<file path="config.mk">
export PLATFORM = sky130hd
export DESIGN_NAME = nfa_regex_simulator
export DESIGN_NICKNAME = d
export VERILOG_FILES = /design/src/design/nfa_sim_pkg.sv /design/src/design/nfa_regex_simulator.sv /design/src/design/nfa_sim_ram.sv
export SDC_FILE = /design/constraint.sdc
export NUM_CORES = 2
export LEC_CHECK = 0
export ABC_AREA = 1
export BUFFER_PORTS_ARGS = -buffer_cell sky130_fd_sc_hd__buf_2
export CAP_MARGIN = 20
export CORE_MARGIN = 2
export CORE_UTILIZATION = 51
export CTS_CLUSTER_SIZE = 16
export DETAILED_ROUTE_END_ITERATION = 6
export PLACE_DENSITY = 0.63
export SETUP_SLACK_MARGIN = 0.15
export SYNTH_ARGS = -nofsm -noshare
export SYNTH_HDL_FRONTEND = slang
export SYNTH_SLANG_ARGS = --single-unit
</file>
<file path="constraint.sdc">
create_clock -name clk -period 9.1 [get_ports clk]
set_input_delay 0 -clock clk [delete_from_list [all_inputs] [get_ports clk]]
set_output_delay 0 -clock clk [all_outputs]
set_load 0.02 [all_outputs]
</file>
<file path="src/design/nfa_sim_pkg.sv">
package nfa_sim_pkg;

	localparam logic [1:0] OP_LOAD   = 2'd0;
	localparam logic [1:0] OP_START  = 2'd1;
	localparam logic [1:0] OP_TEXT   = 2'd2;
	localparam logic [1:0] OP_FINISH = 2'd3;

	localparam logic [1:0] KIND_LITERAL  = 2'd0;
	localparam logic [1:0] KIND_SPLIT    = 2'd1;
	localparam logic [1:0] KIND_WILDCARD = 2'd2;
	localparam logic [1:0] KIND_ACCEPT   = 2'd3;

	localparam int S_TDATA_W = 48;
	localparam int S_TUSER_W = 2;
	localparam int M_TDATA_W = 8;

	typedef struct packed {
		logic       present;
		logic [5:0] target;
	} link_t;

	typedef struct packed {
		logic [1:0] kind;
		logic [7:0] chr;
		link_t      first;
		link_t      second;
	} entry_t;

endpackage

</file>
<file path="src/design/nfa_regex_simulator.sv">
// Load writes one table entry. Start seeds the start state and walks its split closure.
// Text byte scans every entry for active states whose move matches, adding each new state
// with its closure as for start; the single table read port paces the walk.
// Finish checks the active entries for an accept state; one item in flight, result in m_tdata.
// arst_n clears the active set and control; table contents are unknown until loaded.
module nfa_regex_simulator
	import nfa_sim_pkg::*;
#(
	parameter int NUM_STATES = 64
) (
	input  logic                 clk,
	input  logic                 arst_n,
	input  logic                 s_tvalid,
	output logic                 s_tready,
	// entry_index, entry_kind, entry_char, first_target, first_present,
	// second_target, second_present, start_index, text_char, zero pad
	input  logic [S_TDATA_W-1:0] s_tdata,
	// op
	input  logic [S_TUSER_W-1:0] s_tuser,
	output logic                 m_tvalid,
	input  logic                 m_tready,
	// matched, zero pad
	output logic [M_TDATA_W-1:0] m_tdata
);

	localparam int AW = (NUM_STATES > 1) ? $clog2(NUM_STATES) : 1;
	localparam int IW = AW + 1;
	localparam int EW = $bits(entry_t);

	localparam logic [3:0] ST_IDLE     = 4'd0;
	localparam logic [3:0] ST_CLOS_POP = 4'd1;
	localparam logic [3:0] ST_CLOS_RD  = 4'd2;
	localparam logic [3:0] ST_CLOS_L1  = 4'd3;
	localparam logic [3:0] ST_CLOS_L2  = 4'd4;
	localparam logic [3:0] ST_SCAN     = 4'd5;
	localparam logic [3:0] ST_SCAN_CHK = 4'd6;
	localparam logic [3:0] ST_FIN_SCAN = 4'd7;
	localparam logic [3:0] ST_FIN_CHK  = 4'd8;
	localparam logic [3:0] ST_OUT      = 4'd9;
	localparam logic [3:0] ST_COMMIT   = 4'd10;

	logic [1:0] in_op;
	logic [5:0] in_entry_index, in_first_target, in_second_target, in_start_index;
	logic [1:0] in_entry_kind;
	logic [7:0] in_entry_char, in_text_char;
	logic       in_first_present, in_second_present;

	assign in_op             = s_tuser[1:0];
	assign in_entry_index    = s_tdata[5:0];
	assign in_entry_kind     = s_tdata[7:6];
	assign in_entry_char     = s_tdata[15:8];
	assign in_first_target   = s_tdata[21:16];
	assign in_first_present  = s_tdata[22];
	assign in_second_target  = s_tdata[28:23];
	assign in_second_present = s_tdata[29];
	assign in_start_index    = s_tdata[35:30];
	assign in_text_char      = s_tdata[43:36];

	logic [3:0]            state_q;
	logic [NUM_STATES-1:0] active_q, next_q;
	logic [IW-1:0]         idx_q, sp_q;
	logic [AW-1:0]         cur_q;
	logic [7:0]            char_q;
	logic                  text_mode_q;
	logic                  match_q;
	logic                  m_tvalid_q, matched_q;

	logic          in_accept;
	entry_t        tbl_wr_entry, tbl_rd_entry;
	logic [EW-1:0] tbl_rd_data;
	logic          tbl_wr_en;
	logic [AW-1:0] tbl_rd_addr;
	logic          stk_wr_en;
	logic [AW-1:0] stk_wr_data, stk_rd_addr, stk_rd_data;

	logic          l1_ok, l2_ok, step_hit;
	logic [AW-1:0] l1_idx, l2_idx, scan_idx;

	assign in_accept = s_tvalid && s_tready;
	assign s_tready  = (state_q == ST_IDLE);

	assign tbl_wr_entry = '{kind: in_entry_kind, chr: in_entry_char,
		first: '{present: in_first_present, target: in_first_target},
		second: '{present: in_second_present, target: in_second_target}};
	assign tbl_wr_en = in_accept && (in_op == OP_LOAD) &&
		(32'(in_entry_index) < NUM_STATES);
	assign tbl_rd_entry = entry_t'(tbl_rd_data);

	assign scan_idx = idx_q[AW-1:0];
	assign l1_idx   = AW'(tbl_rd_entry.first.target);
	assign l2_idx   = AW'(tbl_rd_entry.second.target);
	assign l1_ok    = tbl_rd_entry.first.present &&
		(32'(tbl_rd_entry.first.target) < NUM_STATES) && !next_q[l1_idx];
	assign l2_ok    = tbl_rd_entry.second.present &&
		(32'(tbl_rd_entry.second.target) < NUM_STATES) && !next_q[l2_idx];
	assign step_hit = (tbl_rd_entry.kind == KIND_WILDCARD ||
		(tbl_rd_entry.kind == KIND_LITERAL && tbl_rd_entry.chr == char_q)) && l1_ok;

	always_comb begin
		tbl_rd_addr = scan_idx;
		stk_wr_en   = 1'b0;
		stk_wr_data = l1_idx;
		stk_rd_addr = AW'(sp_q - IW'(1));
		unique case (state_q)
			ST_CLOS_RD: begin
				tbl_rd_addr = stk_rd_data;
			end
			ST_CLOS_L1: begin
				tbl_rd_addr = cur_q;
				stk_wr_en   = (tbl_rd_entry.kind == KIND_SPLIT) && l1_ok;
			end
			ST_CLOS_L2: begin
				stk_wr_en   = l2_ok;
				stk_wr_data = l2_idx;
			end
			ST_SCAN_CHK: begin
				stk_wr_en = step_hit;
			end
			ST_IDLE: begin
				stk_wr_data = AW'(in_start_index);
				stk_wr_en   = in_accept && (in_op == OP_START) &&
					(32'(in_start_index) < NUM_STATES);
			end
			default: begin
			end
		endcase
	end

	nfa_sim_ram #(.DEPTH(NUM_STATES), .WIDTH(EW)) u_table (
		.clk     (clk),
		.wr_en   (tbl_wr_en),
		.wr_addr (AW'(in_entry_index)),
		.wr_data (tbl_wr_entry),
		.rd_addr (tbl_rd_addr),
		.rd_data (tbl_rd_data)
	);

	nfa_sim_ram #(.DEPTH(NUM_STATES), .WIDTH(AW)) u_stack (
		.clk     (clk),
		.wr_en   (stk_wr_en),
		.wr_addr (sp_q[AW-1:0]),
		.wr_data (stk_wr_data),
		.rd_addr (stk_rd_addr),
		.rd_data (stk_rd_data)
	);

	always_ff @(posedge clk or negedge arst_n) begin
		if (!arst_n) begin
			state_q     <= ST_IDLE;
			active_q    <= '0;
			next_q      <= '0;
			idx_q       <= '0;
			sp_q        <= '0;
			cur_q       <= '0;
			char_q      <= '0;
			text_mode_q <= 1'b0;
			match_q     <= 1'b0;
			m_tvalid_q  <= 1'b0;
			matched_q   <= 1'b0;
		end else begin
			if (m_tvalid_q && m_tready && (state_q != ST_OUT)) begin
				m_tvalid_q <= 1'b0;
			end
			if (stk_wr_en && (state_q != ST_IDLE)) begin
				next_q[stk_wr_data] <= 1'b1;
			end
			unique case (state_q)
				ST_IDLE: begin
					if (in_accept) begin
						idx_q   <= '0;
						match_q <= 1'b0;
						char_q  <= in_text_char;
						unique case (in_op)
							OP_START: begin
								next_q      <= stk_wr_en ?
									(NUM_STATES'(1) << stk_wr_data) : '0;
								sp_q        <= stk_wr_en ? IW'(1) : '0;
								text_mode_q <= 1'b0;
								state_q     <= ST_CLOS_POP;
							end
							OP_TEXT: begin
								next_q      <= '0;
								sp_q        <= '0;
								text_mode_q <= 1'b1;
								state_q     <= ST_SCAN;
							end
							OP_FINISH: begin
								state_q <= ST_FIN_SCAN;
							end
							default: begin
							end
						endcase
					end
				end
				ST_CLOS_POP: begin
					if (sp_q == '0) begin
						state_q <= text_mode_q ? ST_SCAN : ST_COMMIT;
					end else begin
						sp_q    <= sp_q - IW'(1);
						state_q <= ST_CLOS_RD;
					end
				end
				ST_CLOS_RD: begin
					cur_q   <= stk_rd_data;
					state_q <= ST_CLOS_L1;
				end
				ST_CLOS_L1: begin
					if (stk_wr_en) begin
						sp_q <= sp_q + IW'(1);
					end
					state_q <= (tbl_rd_entry.kind == KIND_SPLIT) ? ST_CLOS_L2 : ST_CLOS_POP;
				end
				ST_CLOS_L2: begin
					if (stk_wr_en) begin
						sp_q <= sp_q + IW'(1);
					end
					state_q <= ST_CLOS_POP;
				end
				ST_SCAN: begin
					if (idx_q == IW'(NUM_STATES)) begin
						state_q <= ST_COMMIT;
					end else if (active_q[scan_idx]) begin
						state_q <= ST_SCAN_CHK;
					end else begin
						idx_q <= idx_q + IW'(1);
					end
				end
				ST_SCAN_CHK: begin
					idx_q <= idx_q + IW'(1);
					if (stk_wr_en) begin
						sp_q    <= sp_q + IW'(1);
						state_q <= ST_CLOS_POP;
					end else begin
						state_q <= ST_SCAN;
					end
				end
				ST_FIN_SCAN: begin
					if (idx_q == IW'(NUM_STATES)) begin
						state_q <= ST_OUT;
					end else if (active_q[scan_idx]) begin
						state_q <= ST_FIN_CHK;
					end else begin
						idx_q <= idx_q + IW'(1);
					end
				end
				ST_FIN_CHK: begin
					if (tbl_rd_entry.kind == KIND_ACCEPT) begin
						match_q <= 1'b1;
					end
					idx_q   <= idx_q + IW'(1);
					state_q <= ST_FIN_SCAN;
				end
				ST_OUT: begin
					if (!m_tvalid_q || m_tready) begin
						m_tvalid_q <= 1'b1;
						matched_q  <= match_q;
						state_q    <= ST_IDLE;
					end
				end
				ST_COMMIT: begin
					active_q <= next_q;
					state_q  <= ST_IDLE;
				end
				default: begin
					state_q <= ST_IDLE;
				end
			endcase
		end
	end

	assign m_tvalid = m_tvalid_q;
	assign m_tdata  = {{(M_TDATA_W-1){1'b0}}, matched_q};

endmodule

</file>
<file path="src/design/nfa_sim_ram.sv">
module nfa_sim_ram #(
	parameter int DEPTH = 64,
	parameter int WIDTH = 8,
	localparam int AW = (DEPTH > 1) ? $clog2(DEPTH) : 1
) (
	input  logic             clk,
	input  logic             wr_en,
	input  logic [AW-1:0]    wr_addr,
	input  logic [WIDTH-1:0] wr_data,
	input  logic [AW-1:0]    rd_addr,
	output logic [WIDTH-1:0] rd_data
);

	logic [WIDTH-1:0] mem_q [DEPTH];
	logic [WIDTH-1:0] rd_data_q;

	always_ff @(posedge clk) begin
		if (wr_en) begin
			mem_q[wr_addr] <= wr_data;
		end
		rd_data_q <= mem_q[rd_addr];
	end

	assign rd_data = rd_data_q;

endmodule

</file>
-- Yosys cells after proc, flatten, opt, wreduce, memory -nomap -nowiden
Memories as Yosys holds them, arrays and structs flattened. A register that Yosys moved wholly into a read port is not among the register bits.
Cells that the tools add are included.
- flip-flop bits (word level): 164
- bits in latches: 0
- memory bits (writable): 1920
- bits in read-only memories: 0
- input port bits: 54
- output and inout bits: 10
- logic and storage cells: 138
- memories: 2
- add/subtract/negate cells: 3
- multipliers: 0
- div/mod/pow operators: 0
- $lt $le $gt $ge: 5
- eq/ne operators: 30
- shift operators: 1
- muxes and demuxes: 49
- bitwise gates (word level): 1
- reduce and logical (&&, ||, !) cells: 36
- memories (memory ; depth ; width ; read ports ; clocked after Yosys merged registers in ; wr ports ; RTL line ; text):
    u_table.mem_q ; 64 ; 24 ; 1 ; 1 ; 1 ; nfa_sim_ram.sv:14 ; logic [WIDTH-1:0] mem_q [DEPTH];
    u_stack.mem_q ; 64 ; 6 ; 1 ; 1 ; 1 ; nfa_sim_ram.sv:14 ;
- operator list (cell ; count):
    two-way mux 64 bit ; 4
    one-hot mux 64 bit (2 select lines) ; 1
    bitwise OR 64 bit ; 1
    left shift 1 x 6 -> 64 bit (first input constant) ; 1
    two-way mux 7 bit ; 6
    one-hot mux 7 bit (3 select lines) ; 2
    one-hot mux 4 bit (10 select lines) ; 1
    two-way mux 4 bit ; 8
    less-than comparator 6 x 7 -> 1 bit (second input constant) ; 4
    one-hot mux 6 bit (2 select lines) ; 2
    binary-select mux 1 bit (select 6 bit) ; 3
    equality test 4 x 3 -> 1 bit (second input constant) ; 4
    adder 7 x 1 -> 7 bit (second input constant) ; 2
    two-way mux 1 bit ; 14
    one-hot mux 7 bit (2 select lines) ; 1
    equality test 4 bit (second input constant) ; 3
    logical AND 1 bit ; 12
    one-hot mux 4 bit (3 select lines) ; 1
    != test 2 bit (second input constant) ; 5
    AND reduction 5 bit ; 2
    equality test 2 bit (second input constant) ; 4
    equality test 4 x 2 -> 1 bit (second input constant) ; 2
    equality test 8 bit ; 1
    equality test 7 bit (second input constant) ; 1
    other kinds (26) ; 40

-- Depth between registers and ports, before layout
- word-level depth: 11
- mapped depth: 17
- gate-level depth less buffers: 16

-- Cells and area by module
From an unflattened synthesis, not the netlist that was laid out.
- cell total of the unflattened synthesis: 7941
- area, all modules: 88605.0 sq um
- modules (own cells, without submodules) (module ; instances ; cells an instance ; area an instance (sq um) ; sequential area each (sq um)):
    nfa_sim_ram (u_table) ; 1 ; 5230 ; 62755.2 ; 46604.7
    nfa_sim_ram (u_stack) ; 1 ; 1376 ; 15930.3 ; 11651.2
    nfa_regex_simulator ; 1 ; 1335 ; 9919.5 ; 4103.9

-- Worst setup path after synthesis
OpenSTA, ideal clock, no wires.
- path kind: flip-flop to flip-flop
- from: register state_q[1]
- to: register next_q[2]
- setup time: 113 ps
- arrival: 3865 ps
- data required time: 8987 ps
- setup slack: 5122 ps
- cell stages (with the launch flop): 13
- path buffers: 0
- period minus slack after synthesis: 3978 ps
- cells stage by stage: dfrtp_1 -> nor2_1 -> nand2_1 -> inv_2 -> nand2_1 -> a22oi_1 -> inv_1 -> nand3_1 -> nor2_1 -> nand3_1 -> nand2_1 -> nand2_1 -> inv_1
- cells in the longest elaborated chain, start to end: 11
- elaborated cells on any way between the ends: 22
- classes of those cells: 2 x order compare; 3 x eq/ne; 1 x shift; 9 x mux; 1 x bitwise; 6 x reduce/logical
- RTL lines (what ; RTL line ; text):
    start: declaration ; nfa_regex_simulator.sv:59 ; logic [3:0] state_q;
    start signal: assignment ; nfa_regex_simulator.sv:197 ; state_q <= text_mode_q ? ST_SCAN : ST_COMMIT;
    start signal: assignment ; nfa_regex_simulator.sv:211 ; state_q <= (tbl_rd_entry.kind == KIND_SPLIT) ? ST_CLOS_L2 : ST_CLOS_POP;
    logical NOT 4 bit (*) ; nfa_regex_simulator.sv:80 ; assign s_tready = (state_q == ST_IDLE);
    via s_tready ; nfa_regex_simulator.sv:14 ; output logic s_tready,
    one-hot mux 6 bit (2 select lines) (*) ; nfa_regex_simulator.sv:104 ; unique case (state_q)
    via stk_wr_data[5] ; nfa_regex_simulator.sv:74 ; logic [AW-1:0] stk_wr_data, stk_rd_addr, stk_rd_data;
    less-than comparator 6 x 7 -> 1 bit (implied by the code) / >= comparator 6 x 1 -> 1 bit (equally long branches) ; nfa_regex_simulator.sv:165 ; next_q[stk_wr_data] <= 1'b1;
    logical AND 1 bit (implied by the code) ; nfa_regex_simulator.sv:165 ;
    two-way mux 1 bit (implied by the code) ; nfa_regex_simulator.sv:165 ;
    demux 1 bit (select 6 bit) ; nfa_regex_simulator.sv:165 ;
    bitwise OR 64 bit (no line) ; n/a ;
    two-way mux 64 bit ; nfa_regex_simulator.sv:164 ; if (stk_wr_en && (state_q != ST_IDLE)) begin
    one-hot mux 64 bit (2 select lines) ; nfa_regex_simulator.sv:173 ; unique case (in_op)
    two-way mux 64 bit ; nfa_regex_simulator.sv:169 ; if (in_accept) begin
    two-way mux 64 bit (*) ; nfa_regex_simulator.sv:167 ; unique case (state_q)
    end signal: assignment ; nfa_regex_simulator.sv:175 ; next_q <= stk_wr_en ?
    end: declaration ; nfa_regex_simulator.sv:60 ; logic [NUM_STATES-1:0] active_q, next_q;
Mark *: on every way through the listed nets, which the timed path passes. The rest lies on a longest branch.
A chain may end at the register's enable or synchronous reset.

-- Final worst setup path
- from: register state_q[1]
- to: memory u_table.mem_q[48][6] (netlist name), enable pin
- cells in the longest elaborated chain, start to end: 5
- RTL lines (what ; RTL line ; text):
    logical NOT 4 bit ; nfa_regex_simulator.sv:80 ;
    logical AND 1 bit ; nfa_regex_simulator.sv:79 ; assign in_accept = s_tvalid && s_tready;
    logical AND 1 bit ; nfa_regex_simulator.sv:85 ; assign tbl_wr_en = in_accept && (in_op == OP_LOAD) &&
    two-way mux 1 bit ; nfa_sim_ram.sv:18 ; if (wr_en) begin
    two-way mux 1 bit (implied by the code) ; nfa_sim_ram.sv:19 ; mem_q[wr_addr] <= wr_data;
    end: declaration ; nfa_sim_ram.sv:14 ;
No other way between the ends.

==> report_table.html <==
<table>
<tr><th>Metric</th><th>Value</th></tr>
<tr><th colspan="2">GRT</th></tr>
<tr><td>Largest net degree at the start of global routing</td><td>237</td></tr>
<tr><td>Final global-route overflow total</td><td>0</td></tr>
<tr><td>Overall fraction of global-route tracks in use</td><td>25.17%</td></tr>
<tr><td>Global-route wire length before repair</td><td>339300 um</td></tr>
<tr><td>Number of global-route vias before repair</td><td>53790</td></tr>
<tr><td>Number of antenna violations at the first check in global routing</td><td>6</td></tr>
<tr><th colspan="2">Drt</th></tr>
<tr><td>Detail Route Antenna Nets</td><td>0</td></tr>
<tr><td>WL met2</td><td>106100 um</td></tr>
<tr><td>Drt first-iter violations</td><td>6676</td></tr>
<tr><td>Via count</td><td>57760</td></tr>
<tr><td>Drt via density</td><td>5.754</td></tr>
<tr><td>Total length of routed wires</td><td>227200 um</td></tr>
<tr><td>Count of unresolved DRC violations after routing</td><td>0</td></tr>
<tr><td>Met1 routed wirelength after detailed routing</td><td>96910 um</td></tr>
<tr><td>Top metal layer carrying routed signals</td><td>met5</td></tr>
<tr><td>DR WL met3</td><td>17560 um</td></tr>
<tr><td>Per-cell routed wire length</td><td>22.64 um</td></tr>
<tr><td>Total iterations of the first detailed-routing run</td><td>6</td></tr>
<tr><th colspan="2">Synthesis</th></tr>
<tr><td>Predominant post-synthesis flop cell</td><td>sky130_fd_sc_hd__edfxtp_1</td></tr>
<tr><td>EDFF count, synth</td><td>around 1900</td></tr>
<tr><td>Synth cell count leaders</td><td>sky130_fd_sc_hd__edfxtp_1, sky130_fd_sc_hd__nand2_1, sky130_fd_sc_hd__nand3_1</td></tr>
<tr><td>Post-synthesis share of cell area spent on full adders, half adders and majority gates</td><td>0.1262%</td></tr>
<tr><td>Mux contribution to synthesized area</td><td>1.222%</td></tr>
<tr><td>Dominant cell by count in the synthesized netlist</td><td>sky130_fd_sc_hd__edfxtp_1</td></tr>
<tr><td>Simple-Gate Fraction of Synth Area</td><td>12.68%</td></tr>
<tr><td>Synth area leader</td><td>sky130_fd_sc_hd__edfxtp_1</td></tr>
<tr><td>Mapped Cells</td><td>about 7500</td></tr>
<tr><td>Share of Yosys cell area claimed by the top area cell type</td><td>between 60 and 70%</td></tr>
<tr><td>Avg Inst Size Synth</td><td>~12 um^2</td></tr>
<tr><td>Netlist area before placement</td><td>0.08921 mm^2</td></tr>
<tr><td>Flip-flop and latch count after synthesis</td><td>~2100</td></tr>
<tr><td>Largest family of logic cells by synthesized area</td><td>simple AND/OR/NAND/NOR gates</td></tr>
<tr><td>Fraction of the mapped netlist area in compound gates</td><td>9.441%</td></tr>
<tr><td>Total of warnings raised by yosys</td><td>0</td></tr>
<tr><td>Top cells by area in the synthesized netlist</td><td>sky130_fd_sc_hd__edfxtp_1, sky130_fd_sc_hd__o211ai_1, sky130_fd_sc_hd__nand3_1</td></tr>
<tr><td>Fraction of the yosys area taken by sequential cells</td><td>between 60% and 70%</td></tr>
<tr><td>Distinct cells, synth</td><td>47</td></tr>
<tr><td>Xor/xnor cell area share of the yosys netlist</td><td>0.09818%</td></tr>
<tr><td>Async S/R FF share, synth</td><td>under 10%</td></tr>
<tr><th colspan="2">Clock network</th></tr>
<tr><td>Number of buffers inserted to repair setup after CTS</td><td>0</td></tr>
<tr><td>Clk_lat worst skew</td><td>0.85 ns</td></tr>
<tr><td>TritonCTS buffer count</td><td>211</td></tr>
<tr><td>CTS sink cnt</td><td>2114</td></tr>
<tr><td>Clock transition at the register clock pins on the worst setup and hold paths after CTS</td><td>0.06 ns</td></tr>
<tr><td>H-Tree Level Count</td><td>4</td></tr>
<tr><td>Root buffer cell</td><td>sky130_fd_sc_hd__clkbuf_16</td></tr>
<tr><td>Longest Clk Path Bufs</td><td>3</td></tr>
<tr><td>Clock tree from TritonCTS</td><td>built</td></tr>
<tr><th colspan="2">Critical path</th></tr>
<tr><td>Worst-path cell with the longest stage delay</td><td>sky130_fd_sc_hd__nor2_2</td></tr>
<tr><td>CP max stage delay</td><td>0.82 ns</td></tr>
<tr><td>CP dominant cell by count</td><td>sky130_fd_sc_hd__nand2_1</td></tr>
<tr><td>Crit path max fanout</td><td>24</td></tr>
<tr><td>Worst reg2reg path startpoint</td><td>state_q[1]</td></tr>
<tr><td>Crit. End Element</td><td>flop</td></tr>
<tr><td>Startpoint kind of the worst setup timing path</td><td>flop</td></tr>
<tr><td>Arrival time reported for the critical path endpoint</td><td>between 5 and 6 ns</td></tr>
<tr><td>Critical path cell sequence</td><td>nor2_1 -&gt; nand2_1 -&gt; inv_2 -&gt; nand2_1 -&gt; inv_1 -&gt; nand2_1 -&gt; nor2_1 -&gt; nand3_1 -&gt; nor2_2 -&gt; buf_4</td></tr>
<tr><td>Origin of the worst setup path</td><td>state_q[1]</td></tr>
<tr><td>Data required time at the worst endpoint</td><td>between 9 and 10 ns</td></tr>
<tr><td>Classification of the worst setup path</td><td>reg -&gt; reg</td></tr>
<tr><th colspan="2">Run</th></tr>
<tr><td>Number of max-capacitance violations reported</td><td>0</td></tr>
<tr><th colspan="2">Pwr</th></tr>
<tr><td>Reported leakage power</td><td>0.03495 uW</td></tr>
<tr><td>Internal portion of total power</td><td>15450 uW</td></tr>
<tr><td>Clock Power Share</td><td>44.3%</td></tr>
<tr><td>IR drop worst, VDD</td><td>180.9 uV</td></tr>
<tr><td>Net switching component of the power</td><td>between 3000 and 4000 uW</td></tr>
<tr><td>Combinational cell fraction of total power</td><td>1.0%</td></tr>
<tr><td>Switching share of power</td><td>around 20%</td></tr>
<tr><td>PD cells</td><td>194.6 mW/mm^2</td></tr>
<tr><td>Flop pwr share</td><td>a little over half</td></tr>
<tr><th colspan="2">Placement</th></tr>
<tr><td>Pre-CTS worst setup slack</td><td>3.922 ns</td></tr>
<tr><td>Routability congestion estimate from global placement</td><td>roughly 0.87</td></tr>
<tr><td>Total instance count after detailed placement</td><td>9564</td></tr>
<tr><td>Port Buffers</td><td>52</td></tr>
<tr><td>Post-detail-place hpwl</td><td>121300 um</td></tr>
<tr><th colspan="2">Timing</th></tr>
<tr><td>Final hold violation count</td><td>0</td></tr>
<tr><td>Max Slew Vio Count</td><td>0</td></tr>
<tr><td>Slew at the pin with the worst max-slew slack</td><td>1.123 ns</td></tr>
<tr><td>Relative slew margins</td><td>25.12%</td></tr>
<tr><td>Final worst-path cycle share</td><td>57.97%</td></tr>
<tr><td>Minimum period implied by the final worst setup slack</td><td>5.276 ns</td></tr>
<tr><td>Worst hold slack</td><td>0.05604 ns</td></tr>
<tr><td>Worst-case setup margin in the final layout</td><td>3.824 ns</td></tr>
<tr><td>Total Negative Setup Slacks</td><td>0 ns</td></tr>
<tr><td>Unrepaired setup endpoints after global routing</td><td>false</td></tr>
<tr><td>Worst setup skew after layout</td><td>0.03493 ns</td></tr>
<tr><td>Final setup viols</td><td>0</td></tr>
<tr><td>Achievable frequency</td><td>189.5 MHz</td></tr>
<tr><th colspan="2">Die</th></tr>
<tr><td>I/O pins</td><td>between 60 and 70</td></tr>
<tr><td>Die footprint</td><td>0.1783 mm^2</td></tr>
<tr><td>Area of the core region</td><td>0.1738 mm^2</td></tr>
<tr><td>Starting density of the core</td><td>51.32%</td></tr>
<tr><td>Standard-cell row count</td><td>153</td></tr>
<tr><td>Y dimension of the die</td><td>422.2 um</td></tr>
<tr><td>Die Width</td><td>422.2 um</td></tr>
<tr><th colspan="2">Worst hold path</th></tr>
<tr><td>Beginning of the worst hold path</td><td>m_tready</td></tr>
<tr><td>Hold Path Class</td><td>in -&gt; reg</td></tr>
<tr><th colspan="2">Final layout</th></tr>
<tr><td>Layout area overhead</td><td>11.24%</td></tr>
<tr><td>Non-filler instance count after layout</td><td>10040</td></tr>
<tr><td>Net total in the final layout</td><td>between 7000 and 8000</td></tr>
<tr><td>Share of layout cells above drive strength 1</td><td>8.616%</td></tr>
<tr><td>Final cell utilization of the core</td><td>a little under three fifths</td></tr>
<tr><th colspan="2">Run status</th></tr>
<tr><td>Outcome</td><td>completed</td></tr>
</table>
[registers in the layout (all words and copies together), names as in the netlist]
name	flops
active_q	64
char_q	8
cur_q	6
idx_q	7
m_tvalid	1
match_q	1
matched_q	1
next_q	64
sp_q	7
state_q	4
text_mode_q	1
u_stack.mem_q	384
u_stack.rd_data	6
u_table.mem_q	1536
u_table.rd_data	24
[power groups by stage]
stage	clock network, uW	registers, uW	logic [uW]
after floorplan	0	10800	11.4
after global placement	0	10800	172
after detailed placement	0	10800	178
after CTS	8670	10600	198
after global routing	9050	10600	213
final	8550	10600	200
[cell usage in the layout, fill, tap and decap left out, drive strengths merged, types with 49 or more instances in the layout]
master,count
edfxtp,1920
nand2,1228
nand3,983
inv,953
o211ai,818
nor2,433
clkbuf,277
o21ai,223
buf,201
dfrtp,164
clkinv,94
dlygate4sd3,68
mux2,55
o32ai,52
o221ai,49
[worst paths after layout]
path | cells after the start | slack, ns | end
worst max-delay path | 10 | 3.82 | u_table.mem_q[48][6]
worst min-delay path | 5 | 0.06 | m_tvalid
worst max register to register | 10 | 3.82 | u_table.mem_q[48][6]
worst min register to register | 2 | 0.49 | active_q[52]
max in group asynchronous | 5 | 8.19 | active_q[44]
min in group asynchronous | 4 | 0.29 | active_q[45]
[logic make-up after synthesis]
kind of cell,after synthesis
other,1
muxes,102
DFF,2114
xor gates and xnor gates,10
adders and majority gates,9
buffers and inverters,1435
AOI/OAI and AO/OA,1187
and+or+nand+nor,2663
[worst max-delay path, delay by kind of cell, from the launching register on]
kind | cells | cell delay (ns)
simple gates | 7 | 3.19
buf+inv | 3 | 1.30
flops | 1 | 0.43
[per-layer routing]
| metal | up-vias | track usage [%] |
|---|---|---|
| li1 | 26830 | - |
| met1 | 28270 | 36.07 |
| met2 | 2261 | 40.09 |
| met3 | 394 | 3.456 |
| met4 | 2 | 7.881 |
| met5 | - | 0 |
[stage by stage]
stage                     total power, uW  cell area, um^2
after global routing                19820            99220
after detailed placement            10940            91650
after CTS                           19430            99180
after global placement              10930            91650
final                               19310            99230
after floorplan                     10770            89230
[final cells by class]
type | count | area [um^2]
fill | 14120 | 74590
sequential | 2114 | 62360
multi-input combinational | 3978 | 21310
clock buffer | 277 | 5669
inverter | 949 | 3582
tap | 2325 | 2909
timing repair buffer | 269 | 2235
clock inverter | 120 | 1150
antenna | 5 | 12.51
[timing repair]
item,CTS,global route
resized for setup,0,0
hold endpoints to repair,1700,0
hold buffers,69,0
(Power assumes the default switching activity.)
